**config.mk**
```make
export PLATFORM = sky130hd
export DESIGN_NAME = rgb_hsl_color_converter_core
export DESIGN_NICKNAME = d
export VERILOG_FILES = /design/src/rtl/rhc_pkg.sv /design/src/rtl/rhc_front.sv /design/src/rtl/rhc_div_cell.sv /design/src/rtl/rgb_hsl_color_converter_core.sv
export SDC_FILE = /design/constraint.sdc
export NUM_CORES = 2
export LEC_CHECK = 0
export ABC_AREA = 1
export BUFFER_PORTS_ARGS = -buffer_cell sky130_fd_sc_hd__buf_2
export CAP_MARGIN = 20
export CORE_ASPECT_RATIO = 1.2
export CORE_UTILIZATION = 58
export CTS_CLUSTER_SIZE = 24
export DETAILED_ROUTE_END_ITERATION = 8
export PLACE_DENSITY = 0.77
export SETUP_SLACK_MARGIN = 0.05
export SLEW_MARGIN = 15
export SYNTH_ARGS = -nofsm -noshare
export SYNTH_HDL_FRONTEND = slang
export SYNTH_SLANG_ARGS = --single-unit
```
**constraint.sdc**
```tcl
create_clock -name i_clk -period 153 [get_ports i_clk]
set_input_delay 45.9 -clock i_clk [delete_from_list [all_inputs] [get_ports i_clk]]
set_output_delay 45.9 -clock i_clk [all_outputs]
set_load 0.05 [all_outputs]
```
**src/rtl/rhc_pkg.sv**
```systemverilog
// shared types and constants for the rgb/hsl converter
`timescale 1ns / 1ps
package rhc_pkg;

    localparam int NUM_W  = 29;
    localparam int DEN_W  = 21;
    localparam int QUO_W  = 15;
    localparam int LANES  = 3;

    localparam logic OP_TO_HSL = 1'b0;
    localparam logic OP_TO_RGB = 1'b1;

    localparam int HUE_SECTOR = 3840;
    localparam int HUE_FULL   = 23040;
    localparam int HUE_MAX    = 23039;
    localparam int COMP_MAX   = 255;
    localparam int RGB_DIV    = 2 * COMP_MAX * HUE_SECTOR;

    typedef struct packed {
        logic                             op;
        logic [7:0]                       light;
        logic [LANES-1:0][NUM_W-1:0]      rem;
        logic [LANES-1:0][DEN_W-1:0]      den;
        logic [LANES-1:0][QUO_W-1:0]      quo;
    } t_div;

endpackage

```
**src/rtl/rhc_front.sv**
```systemverilog
// input stages: min/max, chroma and sector math, divider operand setup
`timescale 1ns / 1ps
module rhc_front
    import rhc_pkg::*;
(
    input  logic        i_clk,
    input  logic        i_rst_n,
    input  logic        i_en,
    input  logic        i_vld,
    input  logic        i_op,
    input  logic [7:0]  i_red,
    input  logic [7:0]  i_green,
    input  logic [7:0]  i_blue,
    input  logic [14:0] i_hue,
    input  logic [7:0]  i_sat,
    input  logic [7:0]  i_light,
    output logic        o_vld,
    output t_div        o_d
);

    typedef struct packed {
        logic                        op;
        logic [7:0]                  light;
        logic [LANES-1:0][NUM_W-1:0] num;
        logic [LANES-1:0][DEN_W-1:0] den;
        logic [15:0]                 c2;
        logic [11:0]                 xf;
        logic [2:0]                  sec;
        logic [7:0]                  l;
    } t_pre;

    t_pre r_a, n_a;
    logic r_a_vld, r_b_vld;
    t_div r_b, n_b;

    logic [7:0]  mx, mn, c;
    logic [8:0]  sum, den_s;
    logic [22:0] num_h;
    logic [8:0]  l2;
    logic [7:0]  l_dev;
    logic [2:0]  sec;
    logic [14:0] base, hmod;

    always_comb begin
        mx = i_red;
        mn = i_red;
        if (i_green > mx) mx = i_green;
        if (i_blue > mx) mx = i_blue;
        if (i_green < mn) mn = i_green;
        if (i_blue < mn) mn = i_blue;
        c   = mx - mn;
        sum = {1'b0, mx} + {1'b0, mn};
        den_s = (sum > 9'd255) ? 9'd510 - sum : sum;
        if (mx == i_red) begin
            if (i_green >= i_blue) num_h = 23'(12'd3840) * 23'(i_green - i_blue);
            else num_h = 23'(15'd23040) * 23'(c) - 23'(12'd3840) * 23'(i_blue - i_green);
        end else if (mx == i_green) begin
            if (i_blue >= i_red) num_h = 23'(13'd7680) * 23'(c) + 23'(12'd3840) * 23'(i_blue - i_red);
            else num_h = 23'(13'd7680) * 23'(c) - 23'(12'd3840) * 23'(i_red - i_blue);
        end else begin
            if (i_red >= i_green) num_h = 23'(14'd15360) * 23'(c) + 23'(12'd3840) * 23'(i_red - i_green);
            else num_h = 23'(14'd15360) * 23'(c) - 23'(12'd3840) * 23'(i_green - i_red);
        end

        l2    = {i_light, 1'b0};
        l_dev = (l2 >= 9'd255) ? 8'(l2 - 9'd255) : 8'(9'd255 - l2);
        sec  = 3'(i_hue >= 15'd3840) + 3'(i_hue >= 15'd7680) + 3'(i_hue >= 15'd11520)
             + 3'(i_hue >= 15'd15360) + 3'(i_hue >= 15'd19200) + 3'(i_hue >= 15'd23040);
        case (sec)
            3'd0:    base = 15'd0;
            3'd1:    base = 15'd3840;
            3'd2:    base = 15'd7680;
            3'd3:    base = 15'd11520;
            3'd4:    base = 15'd15360;
            3'd5:    base = 15'd19200;
            default: base = 15'd23040;
        endcase
        hmod = i_hue - base;

        n_a       = '0;
        n_a.op    = i_op;
        n_a.light = sum[8:1];
        n_a.den[0] = DEN_W'(1);
        n_a.den[1] = DEN_W'(1);
        n_a.den[2] = DEN_W'(1);
        if (c != 8'd0) begin
            n_a.num[0] = NUM_W'(num_h);
            n_a.den[0] = DEN_W'(c);
            n_a.num[1] = NUM_W'(COMP_MAX) * NUM_W'(c);
            n_a.den[1] = DEN_W'(den_s);
        end
        n_a.c2  = (8'd255 - l_dev) * i_sat;
        n_a.xf  = sec[0] ? 12'(15'd3840 - hmod) : hmod[11:0];
        n_a.sec = sec;
        n_a.l   = i_light;
    end

    logic [NUM_W-1:0] cv, xv, mv;

    always_comb begin
        cv = NUM_W'(r_a.c2) * NUM_W'(13'd7680);
        xv = (NUM_W'(r_a.c2) * NUM_W'(r_a.xf)) << 1;
        mv = NUM_W'(r_a.l) * NUM_W'(RGB_DIV) - NUM_W'(r_a.c2) * NUM_W'(HUE_SECTOR);
        n_b       = '0;
        n_b.op    = r_a.op;
        n_b.light = r_a.light;
        if (r_a.op == OP_TO_HSL) begin
            n_b.rem = r_a.num;
            n_b.den = r_a.den;
        end else begin
            n_b.den[0] = DEN_W'(RGB_DIV);
            n_b.den[1] = DEN_W'(RGB_DIV);
            n_b.den[2] = DEN_W'(RGB_DIV);
            n_b.rem[0] = mv;
            n_b.rem[1] = mv;
            n_b.rem[2] = mv;
            case (r_a.sec)
                3'd0: begin n_b.rem[0] = cv + mv; n_b.rem[1] = xv + mv; end
                3'd1: begin n_b.rem[0] = xv + mv; n_b.rem[1] = cv + mv; end
                3'd2: begin n_b.rem[1] = cv + mv; n_b.rem[2] = xv + mv; end
                3'd3: begin n_b.rem[1] = xv + mv; n_b.rem[2] = cv + mv; end
                3'd4: begin n_b.rem[0] = xv + mv; n_b.rem[2] = cv + mv; end
                3'd5: begin n_b.rem[0] = cv + mv; n_b.rem[2] = xv + mv; end
                default: ;
            endcase
        end
    end

    always_ff @(posedge i_clk) begin
        if (!i_rst_n) begin
            r_a_vld <= 1'b0;
            r_b_vld <= 1'b0;
        end else if (i_en) begin
            r_a_vld <= i_vld;
            r_b_vld <= r_a_vld;
        end
    end

    always_ff @(posedge i_clk) begin
        if (i_en) begin
            r_a <= n_a;
            r_b <= n_b;
        end
    end

    assign o_vld = r_b_vld;
    assign o_d   = r_b;

endmodule

```
**src/rtl/rhc_div_cell.sv**
```systemverilog
// one restoring-division cell: settles one quotient bit on every lane
`timescale 1ns / 1ps
module rhc_div_cell
    import rhc_pkg::*;
#(
    parameter int BIT = 0
) (
    input  logic i_clk,
    input  logic i_rst_n,
    input  logic i_en,
    input  logic i_vld,
    input  t_div i_d,
    output logic o_vld,
    output t_div o_d
);

    localparam int CMP_W = NUM_W + QUO_W + DEN_W;

    t_div r_d, n_d;
    logic r_vld;
    logic [CMP_W-1:0] sh;

    always_comb begin
        n_d = i_d;
        sh  = '0;
        for (int k = 0; k < LANES; k++) begin
            sh = CMP_W'(i_d.den[k]) << BIT;
            if (CMP_W'(i_d.rem[k]) >= sh) begin
                n_d.rem[k]      = i_d.rem[k] - NUM_W'(sh);
                n_d.quo[k][BIT] = 1'b1;
            end
        end
    end

    always_ff @(posedge i_clk) begin
        if (!i_rst_n) begin
            r_vld <= 1'b0;
        end else if (i_en) begin
            r_vld <= i_vld;
        end
    end

    always_ff @(posedge i_clk) begin
        if (i_en) begin
            r_d <= n_d;
        end
    end

    assign o_vld = r_vld;
    assign o_d   = r_d;

endmodule

```
**src/rtl/rgb_hsl_color_converter_core.sv**
```systemverilog
// top level of the rgb/hsl converter: front stages, divider cell row, output register
//
// usage
//   slave stream carries one pixel request per transfer; tuser selects the
//   direction (0 rgb to hsl, 1 hsl to rgb), tdata carries the components
//   master stream returns one result per request in request order
//   the pipe has two front stages, fifteen division cells (one
//   quotient bit each, on three lanes) and the output register
//   throughput is one request per cycle; the whole pipe moves when the
//   output register is empty or being taken
//   when the receiver stalls every stage holds and s_axis_tready drops in the
//   same cycle, so no request is lost and none is repeated
//   reset clears all valid flags; the pipe is empty after reset
//   unused result fields are zero; a grey rgb input gives hue and
//   saturation zero; a hue of 23040 or more gives a grey, with all three
//   rgb components equal
`timescale 1ns / 1ps
module rgb_hsl_color_converter_core
    import rhc_pkg::*;
(
    input  logic        i_clk,
    input  logic        i_rst_n,
    input  logic        s_axis_tvalid,
    output logic        s_axis_tready,
    input  logic [55:0] s_axis_tdata,  // red, green, blue, hue_in(15), sat, light, pad
    input  logic        s_axis_tuser,  // operation
    output logic        m_axis_tvalid,
    input  logic        m_axis_tready,
    output logic [55:0] m_axis_tdata   // red, green, blue, hue_out(15), sat, light, pad
);

    logic en;
    logic [QUO_W:0] w_vld;
    t_div           w_d [QUO_W+1];

    logic        r_out_vld;
    logic        r_out_op;
    logic [55:0] r_out;
    logic [55:0] n_out;

    assign en = !r_out_vld || m_axis_tready;
    assign s_axis_tready = en;

    rhc_front u_front (
        .i_clk   (i_clk),
        .i_rst_n (i_rst_n),
        .i_en    (en),
        .i_vld   (s_axis_tvalid),
        .i_op    (s_axis_tuser),
        .i_red   (s_axis_tdata[7:0]),
        .i_green (s_axis_tdata[15:8]),
        .i_blue  (s_axis_tdata[23:16]),
        .i_hue   (s_axis_tdata[38:24]),
        .i_sat   (s_axis_tdata[46:39]),
        .i_light (s_axis_tdata[54:47]),
        .o_vld   (w_vld[0]),
        .o_d     (w_d[0])
    );

    for (genvar g = 0; g < QUO_W; g++) begin : g_cell
        rhc_div_cell #(.BIT(QUO_W - 1 - g)) u_cell (
            .i_clk   (i_clk),
            .i_rst_n (i_rst_n),
            .i_en    (en),
            .i_vld   (w_vld[g]),
            .i_d     (w_d[g]),
            .o_vld   (w_vld[g+1]),
            .o_d     (w_d[g+1])
        );
    end

    function automatic logic [7:0] sat8(input logic [QUO_W-1:0] v);
        sat8 = (v > QUO_W'(COMP_MAX)) ? 8'(COMP_MAX) : v[7:0];
    endfunction

    t_div last;
    always_comb begin
        last  = w_d[QUO_W];
        n_out = '0;
        if (last.op == OP_TO_HSL) begin
            n_out[38:24] = (last.quo[0] > QUO_W'(HUE_MAX)) ? 15'(HUE_MAX) : last.quo[0];
            n_out[46:39] = sat8(last.quo[1]);
            n_out[54:47] = last.light;
        end else begin
            n_out[7:0]   = sat8(last.quo[0]);
            n_out[15:8]  = sat8(last.quo[1]);
            n_out[23:16] = sat8(last.quo[2]);
        end
    end

    always_ff @(posedge i_clk) begin
        if (!i_rst_n) begin
            r_out_vld <= 1'b0;
        end else if (en) begin
            r_out_vld <= w_vld[QUO_W];
        end
    end

    always_ff @(posedge i_clk) begin
        if (en) begin
            r_out    <= n_out;
            r_out_op <= last.op;
        end
    end

    assign m_axis_tvalid = r_out_vld;
    assign m_axis_tdata  = r_out;

    a_hue_range: assert property (@(posedge i_clk) disable iff (!i_rst_n)
        r_out_vld |-> (r_out[38:24] <= 15'(HUE_MAX)))
        else $error("hue result out of range");

    a_rgb_clean: assert property (@(posedge i_clk) disable iff (!i_rst_n)
        (r_out_vld && r_out_op == OP_TO_RGB) |-> (r_out[55:24] == 32'd0))
        else $error("hsl fields not zero on rgb result");

    a_hsl_clean: assert property (@(posedge i_clk) disable iff (!i_rst_n)
        (r_out_vld && r_out_op == OP_TO_HSL) |-> (r_out[23:0] == 24'd0))
        else $error("rgb fields not zero on hsl result");

    a_ready: assert property (@(posedge i_clk) disable iff (!i_rst_n)
        s_axis_tready == (!r_out_vld || m_axis_tready))
        else $error("ready does not follow output slot");

endmodule

```
==> results.md <==
- DP Area: 146,000 sq um
- Slowest library cell on the worst path: nor2_1
- Post-synth EDFFs: 2,170
- FMAX: 0.0107 GHz
- Synth cell types: 77
- Gr ovfl total: 0
- Avg Inst Size Synth: 9.50 sq um
- Post-synthesis sequential area ratio: 46.3%
- H-tree Lvls: 4
- Clock latency on the worst-skew pair: 880 ps
- Top-count cell post-synth: nand2_1
- Die Width: 453 um
- Top cells by count, synth: 2,565 x nand2_1, 2,224 x inv_1, 2,170 x edfxtp_1
- IO Port Bufs: 116
- Critical path's most frequent cell: buf_2
- Critical Path Start Type: primary input
- CP endpoint kind: output pin
- RSZ-0062 raised after global routing: false
- Core Rows: 198
- Die Y-Extent: 543 um
- Initial antenna violation count: 1
- CTS max path bufs: 4
- Hold Path Cell Cnt: 0
- Min cycle time layout: 93,170 ps
- Synth area leaders: edfxtp_1 46%, ha_1 9.8%, nand2_1 6.8%
- Core area: 243,000 sq um
- #FFs+latches synth: 2,188
- RR Endpoint: u_front.o_d[165]$_SDFFCE_PN0P_
- GP Congestion: 1.00
- Final instance area: 154,000 sq um
- Starting DRT DRC Count: 5,619
- DP HPWL: 235,000 um
- Worst path max stage delay: 430 ps
- Clock transition at path regs: 60 ps
- Initial Util: 58.4%
- Max_cap viols: 0
- Ys flop type: edfxtp_1
- Crit path cell chain: buf_2 > nor2_1 > buf_4 > inv_8 > buf_2
- Crit path arrival time: 47,270 ps
- # nets final: 16,700
- First-pass GRT wire length: 487,000 um
- # hold bufs at CTS: 0
- Synthesized area: 142,000 sq um
- Crit Path Max Fanout: 101
- Vias/cell: 5.46
- Synth top area share: 46.0%
- Critical path class: in -> out
- Final-report setup violation count: 0
- Status: finished, final reports clean
- Pin count of the biggest net entering global routing: 221
- Fill cell count: 19,500
- DRC Markers: 0
- Worst EP required: 107,100 ps
- Syn nets: 16,500
- Post-synth ARST share: 0%
- Worst R2R Setup Slack: 145,000 ps
- Slew HR: 21.8%
- Min-Delay Path Class: reg -> reg
- I/O Pins: 119
- CTS tree: done
- Worst Hold Path EP: g_cell[10].u_cell.o_d[44]$_DFFE_PP_
- Via count: 101,000
- Post-Synthesis Cells: 14,900
- Resized cells post-CTS: 0
- YS warnings: 0
- Routed WL: 302,000 um
- Clock Tree Root: clkbuf_16
- Tcrit/Tclk final: 60.9%
- Wire per inst: 16.3 um
- Hold Startpoint: g_cell[9].u_cell.o_d[44]$_DFFE_PP_
- Post-CTS setup buffer count: 0
- Share of post-route cells with drive strength above 1: 4.32%
- Clock sinks: 2,188
- Max-slew violations: 0
- First-pass DRT Iterations: 6
- Total die area: 246,000 sq um
- Final TNS setup: 0 ps
- Leading area contributor after synthesis: edfxtp_1
- Gr usage total: 24.3%
- Area grow syn2layout: 8.40%
- Worst reg2reg path startpoint: u_front.r_a[5]$_DFFE_PP_
- Final setup skew: 59.8 ps
- CTS Buf Count: 221
- R2R depth: 29
- Vias in the first global route: 101,000
- Worst Max-Slew Pin Slew: 1170 ps
- Final Hold Fails: 0
- Detail Route Antenna Nets: 0
how the worst max path moves through the flow:
stage | startpoint | to | slack (ps)
finish | m_axis_tready | s_axis_tready | 59830
detailed placement | m_axis_tready | s_axis_tready | 59780
global route | m_axis_tready | s_axis_tready | 59580
floorplan | m_axis_tready | s_axis_tready | 2160
global placement | m_axis_tready | s_axis_tready | 59270
CTS | m_axis_tready | s_axis_tready | 59790
layout make-up:
type                       count  area [sq um]  share of cell area (%)
multi-input combinational  10300         66800                    43.5
clock inverter               137          1790                    1.17
tap                         3200          4000                    2.61
inverter                    2245          8430                    5.49
timing repair buffer         185          1180                   0.768
sequential                  2188         65500                    42.7
antenna                        1          2.50                 0.00163
clock buffer                 259          5790                    3.77
critical path: cells and delay by family:
family | cells | cell delay, ps
and+or+nand+nor | 1 | 430
buffers and inverters | 4 | 920
logic make-up (layout without fill, tap and decap cells):
group	count (synthesis)	after routing	synth area share, %
compound gates	2609	2609	10.2
xor+xnor	1011	1011	6.25
fa+ha+maj	1498	1498	15.3
buf+inv	2458	2826	6.59
flops	2188	2188	46.3
other cells	1	2	0.00265
simple gates	5141	5141	15.3
stage by stage:
step	setup slack, ps	hold WS (ps)	util, %	std cells
after CTS	59790	361	63.3	18500
after detailed placement	59780	405	60.2	18100
after global placement	59270	401	60.2	18100
after global routing	59580	362	63.3	18500
final	59830	363	63.3	18500
after floorplan	2160	400	-	14900
registers in the layout (all words and copies together) (netlist names):
name	count
u_front.o_vld	1
g_cell.u_cell.o_vld	15
m_axis_tvalid	1
g_cell.u_cell.o_d	1911
u_front.r_a_vld	1
u_front.o_d	110
u_front.n_b	9
m_axis_tdata	55
u_front.r_a	85
cell usage in the layout, fill, tap and decap left out, drive strengths merged, types with 149 or more instances in the layout:
| master | count |
|---|---|
| fa | 390 |
| ha | 1108 |
| nor2 | 1250 |
| inv | 2242 |
| clkbuf | 259 |
| xnor2 | 400 |
| nor3 | 225 |
| xor2 | 611 |
| nand3 | 646 |
| buf | 185 |
| o21ai | 1014 |
| nand4 | 149 |
| a21oi | 1032 |
| nand2 | 2588 |
| edfxtp | 2170 |
routing by layer:
| metal | track usage [%] | share of wire, % |
|---|---|---|
| met5 | 0 | 0 |
| met4 | 15.7 | 6.9 |
| met3 | 2.46 | 3.2 |
| met2 | 47.1 | 54 |
| met1 | 24.5 | 36 |
Power is not shown: default switching activity piles up to over one toggle a cycle in this logic, so the estimate is an artifact.
